===== config.mk =====
export PLATFORM = sky130hd
export DESIGN_NAME = periodic_adc_ascii_reporter_core
export DESIGN_NICKNAME = d
export VERILOG_FILES = /design/src/rtl/apr_pkg.sv /design/src/rtl/apr_ring_ram.sv /design/src/rtl/apr_scale.sv /design/src/rtl/periodic_adc_ascii_reporter_core.sv
export SDC_FILE = /design/constraint.sdc
export NUM_CORES = 1
export LEC_CHECK = 0
export ABC_AREA = 1
export BUFFER_PORTS_ARGS = -buffer_cell sky130_fd_sc_hd__buf_2
export CAP_MARGIN = 20
export CORE_AREA = 2 2 164 134
export DETAILED_ROUTE_END_ITERATION = 7
export DIE_AREA = 0 0 166 136
export SYNTH_ARGS = -nofsm -noshare
export SYNTH_HDL_FRONTEND = slang
export SYNTH_SLANG_ARGS = --single-unit

===== constraint.sdc =====
create_clock -name clk -period 4.8 [get_ports clk]
set_clock_uncertainty 0.05 [all_clocks]
set_input_delay 0.96 -clock clk [delete_from_list [all_inputs] [get_ports clk]]
set_output_delay 0.96 -clock clk [all_outputs]
set_load 0.1 [all_outputs]

===== src/rtl/apr_pkg.sv =====
// package: shared constants, types and helpers of the periodic adc ascii reporter
`timescale 1ns / 1ps
package apr_pkg;

  // ring of transmit bytes, one slot always left empty
  localparam int RING_SLOTS = 8;
  localparam int SLOT_W     = (RING_SLOTS > 1) ? $clog2(RING_SLOTS) : 1;

  localparam int PERIOD_W   = 16;
  localparam int SAMPLE_W   = 10;
  localparam int BYTE_W     = 8;

  localparam logic [PERIOD_W-1:0] PERIOD_RESET = 16'd100;

  // ascii codes of a report
  localparam logic [BYTE_W-1:0] CHAR_ZERO = 8'h30;
  localparam logic [BYTE_W-1:0] BYTE_DOT  = 8'h2E;
  localparam logic [BYTE_W-1:0] BYTE_LF   = 8'h0A;

  // position of a byte within one report
  localparam int IDX_W = 3;
  localparam logic [IDX_W-1:0] IDX_HUND = 3'd0;
  localparam logic [IDX_W-1:0] IDX_DOT  = 3'd1;
  localparam logic [IDX_W-1:0] IDX_TENS = 3'd2;
  localparam logic [IDX_W-1:0] IDX_ONES = 3'd3;
  localparam logic [IDX_W-1:0] IDX_LF   = 3'd4;

  // three digit characters of a scaled sample
  typedef struct packed {
    logic [BYTE_W-1:0] hund_char;
    logic [BYTE_W-1:0] tens_char;
    logic [BYTE_W-1:0] ones_char;
  } apr_digits_t;

  // ring slot advance with wrap
  function automatic logic [SLOT_W-1:0] next_slot(input logic [SLOT_W-1:0] s);
    logic [SLOT_W-1:0] r;
    if (s == SLOT_W'(RING_SLOTS - 1)) begin
      r = '0;
    end else begin
      r = s + 1'b1;
    end
    return r;
  endfunction

endpackage


===== src/rtl/apr_ring_ram.sv =====
// module: single port write, single port read ram with registered read data
`timescale 1ns / 1ps
module apr_ring_ram #(
  parameter int DEPTH = 8,
  parameter int WIDTH = 8
) (
  input  logic                                    clk,
  input  logic                                    wr_en,
  input  logic [((DEPTH > 1) ? $clog2(DEPTH) : 1)-1:0] wr_addr,
  input  logic [WIDTH-1:0]                        wr_data,
  input  logic                                    rd_en,
  input  logic [((DEPTH > 1) ? $clog2(DEPTH) : 1)-1:0] rd_addr,
  output logic [WIDTH-1:0]                        rd_data
);

  logic [WIDTH-1:0] mem [DEPTH];
  logic [WIDTH-1:0] rd_data_r;

  // write port
  always_ff @(posedge clk) begin
    if (wr_en) begin
      mem[wr_addr] <= wr_data;
    end
  end

  // read port, read data registered
  always_ff @(posedge clk) begin
    if (rd_en) begin
      rd_data_r <= mem[rd_addr];
    end
  end

  assign rd_data = rd_data_r;

endmodule


===== src/rtl/apr_scale.sv =====
// module: four stage pipeline from adc sample to three ascii digits of 500*sample/1023
`timescale 1ns / 1ps
module apr_scale (
  input  logic                            clk,
  input  logic                            rst_n,
  input  logic                            start,
  input  logic [apr_pkg::SAMPLE_W-1:0]    sample,
  output logic                            done,
  output apr_pkg::apr_digits_t            digits
);

  logic [18:0] prod_r;
  logic [8:0]  volt_r;
  logic [8:0]  volt_nxt;
  logic [2:0]  hund_r;
  logic [2:0]  hund_nxt;
  logic [6:0]  rem_r;
  logic [6:0]  rem_nxt;
  logic [3:0]  tens_nxt;
  logic [3:0]  ones_nxt;
  logic [8:0]  quot_lo;
  logic [10:0] quot_rem;
  logic [8:0]  hund_sub;
  logic [6:0]  tens_sub;
  logic        stg1_r;
  logic        stg2_r;
  logic        stg3_r;
  logic        stg4_r;
  apr_pkg::apr_digits_t digits_r;
  apr_pkg::apr_digits_t digits_nxt;

  // stage valid chain
  always_ff @(posedge clk) begin
    if (!rst_n) begin
      stg1_r <= 1'b0;
      stg2_r <= 1'b0;
      stg3_r <= 1'b0;
      stg4_r <= 1'b0;
    end else begin
      stg1_r <= start;
      stg2_r <= stg1_r;
      stg3_r <= stg2_r;
      stg4_r <= stg3_r;
    end
  end

  // divide by 1023: p = q*1024 + lo = q*1023 + (q + lo), one correction step
  always_comb begin
    quot_lo  = prod_r[18:10];
    quot_rem = {1'b0, prod_r[9:0]} + {2'b00, quot_lo};
    if (quot_rem >= 11'd1023) begin
      volt_nxt = quot_lo + 9'd1;
    end else begin
      volt_nxt = quot_lo;
    end
  end

  // hundreds digit by compare against multiples of 100
  always_comb begin
    if (volt_r >= 9'd500) begin
      hund_nxt = 3'd5;
      hund_sub = 9'd500;
    end else if (volt_r >= 9'd400) begin
      hund_nxt = 3'd4;
      hund_sub = 9'd400;
    end else if (volt_r >= 9'd300) begin
      hund_nxt = 3'd3;
      hund_sub = 9'd300;
    end else if (volt_r >= 9'd200) begin
      hund_nxt = 3'd2;
      hund_sub = 9'd200;
    end else if (volt_r >= 9'd100) begin
      hund_nxt = 3'd1;
      hund_sub = 9'd100;
    end else begin
      hund_nxt = 3'd0;
      hund_sub = 9'd0;
    end
    rem_nxt = 7'(volt_r - hund_sub);
  end

  // tens and ones digits of the remainder below 100
  always_comb begin
    tens_nxt = 4'd0;
    tens_sub = 7'd0;
    for (int k = 9; k >= 1; k--) begin
      if (tens_nxt == 4'd0 && rem_r >= 7'(k * 10)) begin
        tens_nxt = 4'(k);
        tens_sub = 7'(k * 10);
      end
    end
    ones_nxt = 4'(rem_r - tens_sub);
    digits_nxt.hund_char = apr_pkg::CHAR_ZERO + {5'd0, hund_r};
    digits_nxt.tens_char = apr_pkg::CHAR_ZERO + {4'd0, tens_nxt};
    digits_nxt.ones_char = apr_pkg::CHAR_ZERO + {4'd0, ones_nxt};
  end

  // datapath registers
  always_ff @(posedge clk) begin
    if (start) begin
      prod_r <= {9'd0, sample} * 19'd500;
    end
    if (stg1_r) begin
      volt_r <= volt_nxt;
    end
    if (stg2_r) begin
      hund_r <= hund_nxt;
      rem_r  <= rem_nxt;
    end
    if (stg3_r) begin
      digits_r <= digits_nxt;
    end
  end

  assign done   = stg4_r;
  assign digits = digits_r;

endmodule


===== src/rtl/periodic_adc_ascii_reporter_core.sv =====
// top level: tick counter, report sequencer and transmit ring of the adc ascii reporter
//
//   channel | ports                              | moves
//   --------+------------------------------------+--------------------------------
//   in      | in_valid in_stall in_func          | event item: tick or tx done
//           | in_adc_sample                      |
//   out     | out_valid out_stall out_tx_byte    | byte for the serial transmitter
//   cfg     | cfg_we cfg_wdata                   | report period write
//
// a tick that fires no report and a done event on an empty ring are taken in idle;
// a done event that reads a byte from the ring ram goes through a read state.
// a report tick runs the 4 stages of the scaling pipeline, then one ring write a cycle
// for the five report bytes (dropped when full), held while one due out finds it busy.
// reset is synchronous and active low; the ring ram is not cleared, since a slot
// is only read after it was written.
// a stalled output holds the sequencer in place only when it has a byte to hand out.
`timescale 1ns / 1ps
module periodic_adc_ascii_reporter_core (
  input  logic                              clk,
  input  logic                              rst_n,
  input  logic                              in_valid,
  output logic                              in_stall,
  input  logic                              in_func,
  input  logic [apr_pkg::SAMPLE_W-1:0]      in_adc_sample,
  output logic                              out_valid,
  input  logic                              out_stall,
  output logic [apr_pkg::BYTE_W-1:0]        out_tx_byte,
  input  logic                              cfg_we,
  input  logic [apr_pkg::PERIOD_W-1:0]      cfg_wdata
);

  localparam logic [1:0] S_IDLE   = 2'd0;
  localparam logic [1:0] S_RD_OUT = 2'd1;
  localparam logic [1:0] S_CONV   = 2'd2;
  localparam logic [1:0] S_WR     = 2'd3;

  logic [1:0]                    state_r;
  logic [1:0]                    state_nxt;
  logic [apr_pkg::PERIOD_W-1:0]  period_r;
  logic [apr_pkg::PERIOD_W-1:0]  tick_cnt_r;
  logic [apr_pkg::PERIOD_W-1:0]  tick_cnt_nxt;
  logic [apr_pkg::PERIOD_W-1:0]  tick_inc;
  logic [apr_pkg::SLOT_W-1:0]    wr_slot_r;
  logic [apr_pkg::SLOT_W-1:0]    wr_slot_nxt;
  logic [apr_pkg::SLOT_W-1:0]    rd_slot_r;
  logic [apr_pkg::SLOT_W-1:0]    rd_slot_nxt;
  logic                          busy_r;
  logic                          busy_nxt;
  logic [apr_pkg::IDX_W-1:0]     byte_idx_r;
  logic [apr_pkg::IDX_W-1:0]     byte_idx_nxt;
  logic                          out_valid_r;
  logic [apr_pkg::BYTE_W-1:0]    out_byte_r;
  logic                          out_free;
  logic                          out_load;
  logic [apr_pkg::BYTE_W-1:0]    out_load_byte;
  logic                          in_accept;
  logic                          ring_empty;
  logic                          ring_full;
  logic                          emit_now;
  logic                          wr_go;
  logic [apr_pkg::BYTE_W-1:0]    report_byte;
  logic                          ram_we;
  logic                          ram_re;
  logic [apr_pkg::BYTE_W-1:0]    ram_rd_data;
  logic                          scale_start;
  logic                          scale_done;
  apr_pkg::apr_digits_t          scale_digits;

  // scaling pipeline
  apr_scale u_scale (
    .clk    (clk),
    .rst_n  (rst_n),
    .start  (scale_start),
    .sample (in_adc_sample),
    .done   (scale_done),
    .digits (scale_digits)
  );

  // transmit ring storage
  apr_ring_ram #(
    .DEPTH (apr_pkg::RING_SLOTS),
    .WIDTH (apr_pkg::BYTE_W)
  ) u_ring_ram (
    .clk     (clk),
    .wr_en   (ram_we),
    .wr_addr (wr_slot_r),
    .wr_data (report_byte),
    .rd_en   (ram_re),
    .rd_addr (rd_slot_r),
    .rd_data (ram_rd_data)
  );

  assign in_stall   = (state_r != S_IDLE);
  assign in_accept  = in_valid && !in_stall;
  assign out_free   = !out_valid_r || !out_stall;
  assign ring_empty = (wr_slot_r == rd_slot_r);
  assign ring_full  = (apr_pkg::next_slot(wr_slot_r) == rd_slot_r);
  assign tick_inc   = tick_cnt_r + 16'd1;

  // byte of the report at the current position
  always_comb begin
    unique case (byte_idx_r)
      apr_pkg::IDX_HUND: report_byte = scale_digits.hund_char;
      apr_pkg::IDX_DOT:  report_byte = apr_pkg::BYTE_DOT;
      apr_pkg::IDX_TENS: report_byte = scale_digits.tens_char;
      apr_pkg::IDX_ONES: report_byte = scale_digits.ones_char;
      apr_pkg::IDX_LF:   report_byte = apr_pkg::BYTE_LF;
      default:           report_byte = apr_pkg::BYTE_LF;
    endcase
  end

  // an idle transmitter takes the written byte at once, so it skips the ram read
  assign emit_now = !ring_full && !busy_r;
  assign wr_go    = !emit_now || out_free;

  // sequencer
  always_comb begin
    state_nxt     = state_r;
    tick_cnt_nxt  = tick_cnt_r;
    wr_slot_nxt   = wr_slot_r;
    rd_slot_nxt   = rd_slot_r;
    busy_nxt      = busy_r;
    byte_idx_nxt  = byte_idx_r;
    out_load      = 1'b0;
    out_load_byte = ram_rd_data;
    ram_we        = 1'b0;
    ram_re        = 1'b0;
    scale_start   = 1'b0;
    unique case (state_r)
      S_IDLE: begin
        if (in_accept) begin
          if (in_func) begin
            if (!ring_empty) begin
              ram_re      = 1'b1;
              rd_slot_nxt = apr_pkg::next_slot(rd_slot_r);
              state_nxt   = S_RD_OUT;
            end else begin
              busy_nxt = 1'b0;
            end
          end else if (tick_inc == period_r) begin
            tick_cnt_nxt = '0;
            scale_start  = 1'b1;
            byte_idx_nxt = apr_pkg::IDX_HUND;
            state_nxt    = S_CONV;
          end else begin
            tick_cnt_nxt = tick_inc;
          end
        end
      end
      S_RD_OUT: begin
        if (out_free) begin
          out_load  = 1'b1;
          state_nxt = S_IDLE;
        end
      end
      S_CONV: begin
        if (scale_done) begin
          state_nxt = S_WR;
        end
      end
      S_WR: begin
        if (wr_go) begin
          if (!ring_full) begin
            ram_we      = 1'b1;
            wr_slot_nxt = apr_pkg::next_slot(wr_slot_r);
          end
          if (emit_now) begin
            busy_nxt      = 1'b1;
            rd_slot_nxt   = apr_pkg::next_slot(rd_slot_r);
            out_load      = 1'b1;
            out_load_byte = report_byte;
          end
          byte_idx_nxt = byte_idx_r + 1'b1;
          if (byte_idx_r == apr_pkg::IDX_LF) begin
            state_nxt = S_IDLE;
          end
        end
      end
      default: begin
        state_nxt = S_IDLE;
      end
    endcase
  end

  // control registers
  always_ff @(posedge clk) begin
    if (!rst_n) begin
      state_r     <= S_IDLE;
      tick_cnt_r  <= '0;
      wr_slot_r   <= '0;
      rd_slot_r   <= '0;
      busy_r      <= 1'b0;
      byte_idx_r  <= apr_pkg::IDX_HUND;
      out_valid_r <= 1'b0;
    end else begin
      state_r    <= state_nxt;
      tick_cnt_r <= tick_cnt_nxt;
      wr_slot_r  <= wr_slot_nxt;
      rd_slot_r  <= rd_slot_nxt;
      busy_r     <= busy_nxt;
      byte_idx_r <= byte_idx_nxt;
      if (out_load) begin
        out_valid_r <= 1'b1;
      end else if (out_valid_r && !out_stall) begin
        out_valid_r <= 1'b0;
      end
    end
  end

  // report period register
  always_ff @(posedge clk) begin
    if (!rst_n) begin
      period_r <= apr_pkg::PERIOD_RESET;
    end else if (cfg_we) begin
      period_r <= cfg_wdata;
    end
  end

  // output byte register
  always_ff @(posedge clk) begin
    if (out_load) begin
      out_byte_r <= out_load_byte;
    end
  end

  assign out_valid   = out_valid_r;
  assign out_tx_byte = out_byte_r;

  // an idle transmitter means nothing waits in the ring
  a_idle_ring_empty: assert property (@(posedge clk) disable iff (!rst_n)
    !busy_r |-> (wr_slot_r == rd_slot_r))
    else $error("transmitter idle with bytes left in the ring");

  // ring writes come only from the report sequence
  a_write_in_report: assert property (@(posedge clk) disable iff (!rst_n)
    ram_we |-> (state_r == S_WR))
    else $error("ring write outside the report sequence");

  // the scaling pipeline finishes only while the sequencer waits for it
  a_scale_done_conv: assert property (@(posedge clk) disable iff (!rst_n)
    scale_done |-> (state_r == S_CONV))
    else $error("scaled digits arrived while not waiting");

  // a ring byte read out lands in the output register and frees the input
  a_read_delivered: assert property (@(posedge clk) disable iff (!rst_n)
    (state_r == S_RD_OUT) && out_free |=> (state_r == S_IDLE) && out_valid_r)
    else $error("ring byte not handed to the output");

  // slot pointers stay inside the ring
  a_slots_in_range: assert property (@(posedge clk) disable iff (!rst_n)
    ({1'b0, wr_slot_r} < (apr_pkg::SLOT_W + 1)'(apr_pkg::RING_SLOTS)) &&
    ({1'b0, rd_slot_r} < (apr_pkg::SLOT_W + 1)'(apr_pkg::RING_SLOTS)))
    else $error("ring slot pointer out of range");

endmodule


==> parameters.txt <==
Parameter                              Value

Setup path
  R2r endpoint    u_ring_ram.mem[7][0]
  Crit-path slowest cell    sky130_fd_sc_hd__fa_1
  Cell count along the critical path    17
  Worst flop-to-flop path startpoint    rd_slot_r[1]
  Cell seen most often among critical-path stages    sky130_fd_sc_hd__fa_1
  Setup slack of the most critical reg-to-reg path    about 1.9 ns
  Startpoint type of the worst setup path    input pin
  CP Capture Point    u_scale.prod_r[17]
  Start point of the critical path    in_adc_sample[0]
  Start-to-end type of the worst setup path    input pin to register
  Required time worst endpoint    4.93 ns
  Maximum single-stage delay on the critical path    approximately 0.57 ns
  Arrival time worst endpoint    around 4.6 ns
  CP endpoint kind    register
  Critical-path maximum fanout    3
  Largest delay share family, worst path    adder cells
  Cell-by-cell listing of the critical path    buf_2, fa_1, inv_1, fa_1, fa_1, inv_1, fa_1, ha_1, nand2_1, nand3_1, a21oi_1, o21ai_0, nand2_1, inv_1, o21ai_0, nand2_1, xor2_1
  Number of buffers and inverters on the critical path    4
  Cell count of the worst reg-to-reg path    12

Layout
  Total area of multi-input combinational cells    0.00451 mm2
  Synth-to-layout area growth    12.6%
  Final standard cell count with taps included and fillers excluded    roughly 1400
  Highest-count cells in the layout ignoring fill and taps    193 x sky130_fd_sc_hd__nand2_1, 124 x sky130_fd_sc_hd__nor2_1, 122 x sky130_fd_sc_hd__inv_1
  Final Net Count    approximately 1200
  Storage element area    0.00419 mm2
  Most common cell after layout, fill and taps aside    sky130_fd_sc_hd__nand2_1
  N_diodes    0
  Share of post-route cells with drive strength above 1    0.104
  Filler instances    approximately 2000

Pwr
  Peak supply drop    0.000453 V
  Total power per unit cell area    454 mW/mm2
  Cell leakage power    between 4 and 5 nW

Timing
  Least-Margin Pin Slew    just over 0.8 ns
  Smallest hold slack    approximately 0.37 ns
  Final number of max-transition violations    0
  Worst rel slew slack    0.463
  Setup_tns    0 ns
  Highest clock frequency the design can meet    0.226 GHz
  Period utilization    0.921
  Final setup viols    0
  Min Clock Period, post-route    roughly 4.4 ns
  Setup repair after global routing missed its margin    no
  Final Hold Fails    0

Clock network
  TritonCTS clock tree    built
  Post-CTS setup buffer count    0
  Root Buffer    sky130_fd_sc_hd__clkbuf_16
  Cts repair resizes    0
  TritonCTS sink count    around 160
  Clock Tree Buf Depth    2
  CTS hold repair buffers    0
  Total clock buffers created by CTS    17
  Insertion delay to the later sink of the worst-skew pair    around 0.43 ns
  Clock transition at the registers of the reported paths    roughly 0.060 ns
  H-tree Lvls    4

Synth
  Yosys cell types    46
  Share of async-settable or async-resettable flops after synthesis    0
  Average footprint of a synthesized cell    9.07 um2
  Sequential fraction of the synthesis area    0.452
  Cell types occupying the most area after synthesis    sky130_fd_sc_hd__edfxtp_1 35%, sky130_fd_sc_hd__dfxtp_1 11%, sky130_fd_sc_hd__ha_1 8.6%, sky130_fd_sc_hd__nand2_1 7.8%, sky130_fd_sc_hd__fa_1 7.1%
  Summed instance area of the synthesized netlist    between 0.009 and 0.01 mm2
  Synth Warn #    0
  Count of mapped cells out of synthesis    1023
  Dominant synthesized flop cell    sky130_fd_sc_hd__edfxtp_1
  Compound-gate portion of the synthesized area    0.0955
  Synthesized-area fraction occupied by adder cells    0.158
  Share of the synthesized area in the top cell type    0.346
  Largest family of logic cells by synthesized area    simple AND/OR/NAND/NOR gates
  Simple logic cell fraction of the synthesized area    0.198
  Post-synth top area cell    sky130_fd_sc_hd__edfxtp_1
  Synth Area in XOR/XNOR    0.0333
  Number of flops mapped to enable cells by yosys    107
  Multiplexer fraction of the synthesized cell area    0.00108
  Synthesized flop and latch total    approximately 160

Routing
  Post-Route WL    19.0 mm
  Post-route met1 wirelength    between 9 and 10 mm
  Highest metal layer with signal wires    met4
  Routed len/inst    roughly 14 um
  Routed via count    roughly 6900
  Final routed DRC violation total    0
  Mean number of vias per cell    5.03
  Starting DRT DRC Count    around 420
  Length of routed met2 wiring    8.45 mm
  First-pass DRT Iterations    5
  Antenna-violating nets left    0
  Routed wire length on met3    789 um

Run
  Max-Cap Viols    0

Global routing
  Antenna violations before repair    0
  All-layer global routing usage    0.177
  First-pass GRT wire length    32.2 mm
  Largest net degree at the start of global routing    31
  Via count of the first global-routing pass    about 6500
  Global route overflow    0

Floorplanning
  Core region area    between 0.02 and 0.025 mm2
  Effective utilization at floorplan    0.440
  Die width    about 170 um
  I/O pins    between 40 and 50
  Height of the die    between 100 and 150 um
  Area enclosed by the die boundary    between 0.02 and 0.025 mm2
  Std cell rows    48

Status
  Status    complete, no violations

Placed design
  # port buffers    39
  Cell count after placement    around 1300
  Half-perimeter wire length of the detailed placement result    ~14 mm
  Gpl congestion    0.851

Worst hold path
  Hold WC Path Type    register to register
-- flip-flops by register name (all words and copies together), names as in the netlist, 2 cells and up --
register and count:
state_r 2, u_scale.hund_r 3, u_scale.prod_r 17, u_scale.volt_r 9
period_r 16, u_scale.digits 11, tick_cnt_r 16, u_ring_ram.rd_data 6
out_tx_byte 6, byte_idx_r 3, u_ring_ram.mem 48, u_scale.rem_r 7
rd_slot_r 3, wr_slot_r 3
-- worst register-to-register path, cell delays in order (launching register included) --
cell	delay, ns
sky130_fd_sc_hd__dfxtp_1	0.30
sky130_fd_sc_hd__buf_4	0.19
sky130_fd_sc_hd__inv_1	0.44
sky130_fd_sc_hd__o22ai_1	0.18
sky130_fd_sc_hd__a21oi_1	0.18
sky130_fd_sc_hd__nand2_1	0.07
sky130_fd_sc_hd__nand2_1	0.08
sky130_fd_sc_hd__nor2_1	0.05
sky130_fd_sc_hd__inv_1	0.11
sky130_fd_sc_hd__nand2_1	0.12
sky130_fd_sc_hd__inv_1	0.13
sky130_fd_sc_hd__nand2_1	0.12
sky130_fd_sc_hd__nor2_1	0.56
-- area by class of cell --
type,count,area share
clock buffers,19,0.0415
flip-flops and latches,156,0.402
inverters,125,0.0449
clock inverters,13,0.0151
multi-input cells,720,0.432
repair buffers,57,0.0316
well taps,275,0.0329
-- per-layer routing --
metal / vias to the layer above / track usage
li1: 3540 / -
met2: 142 / 0.276
met4: 0 / 0.0367
met1: 3173 / 0.254
met3: 8 / 0.0408
met5: - / 0
-- report_power, final --
group	switching, mW	internal [mW]	total, mW
combinational	1.11	0.627	1.74
clock	0.573	0.780	1.35
sequential	0.0433	1.61	1.65
total	1.73	3.01	4.74
-- stage by stage --
step | power, mW | setup slack (ns) | utilization | cell area, um2
after floorplan | 2.96 | 0.175 | - | 9280
after global placement | 3.43 | -0.0610 | 0.467 | 9850
after detailed placement | 3.43 | -0.0813 | 0.467 | 9850
after CTS | 4.79 | 0.374 | 0.495 | 10400
after global routing | 5.07 | 0.173 | 0.495 | 10400
final | 4.74 | 0.378 | 0.495 | 10400
-- synth_stat cells (3+ instances only) --
master,instances
sky130_fd_sc_hd__or2_2,5
sky130_fd_sc_hd__o2111ai_1,4
sky130_fd_sc_hd__nand3_1,54
sky130_fd_sc_hd__nand4_1,16
sky130_fd_sc_hd__fa_1,33
sky130_fd_sc_hd__inv_2,3
sky130_fd_sc_hd__nand3b_1,6
sky130_fd_sc_hd__dfxtp_1,49
sky130_fd_sc_hd__xnor2_1,9
sky130_fd_sc_hd__buf_2,3
sky130_fd_sc_hd__a21oi_1,64
sky130_fd_sc_hd__nor3_1,4
sky130_fd_sc_hd__edfxtp_1,107
sky130_fd_sc_hd__o22ai_1,8
sky130_fd_sc_hd__nor2_2,4
sky130_fd_sc_hd__nand2_2,5
sky130_fd_sc_hd__nor2_4,4
sky130_fd_sc_hd__ha_1,64
sky130_fd_sc_hd__o21ai_0,66
sky130_fd_sc_hd__nor4_1,4
sky130_fd_sc_hd__buf_4,3
sky130_fd_sc_hd__nand2_1,193
sky130_fd_sc_hd__inv_1,122
sky130_fd_sc_hd__clkbuf_1,16
sky130_fd_sc_hd__a31oi_1,9
sky130_fd_sc_hd__xor2_1,21
sky130_fd_sc_hd__nor2_1,124
-- kinds of logic after synthesis --
| group | Yosys count |
|---|---|
| multiplexers | 1 |
| XOR/XNOR | 32 |
| adder cells (fa/ha/maj) | 97 |
| AO/OA/AOI/OAI | 163 |
| buffers and inverters | 148 |
| AND/OR/NAND/NOR | 425 |
| flip-flops | 156 |
| other | 1 |
-- how the worst min path moves through the flow --
stage	start	endpoint	slack [ns]	cells after the start
4_1_cts	u_scale.rem_r[0]	u_scale.digits[0]	0.37	0
5_1_grt	u_scale.volt_r[0]	u_scale.rem_r[0]	0.37	0
3_5_place_dp	u_scale.hund_r[2]	u_scale.digits[18]	0.35	0
6_report	u_scale.volt_r[0]	u_scale.rem_r[0]	0.37	0
3_3_place_gp	u_scale.hund_r[2]	u_scale.digits[18]	0.36	0
2_1_floorplan	u_scale.rem_r[0]	u_scale.digits[0]	0.35	0
(Power assumes the default switching activity.)
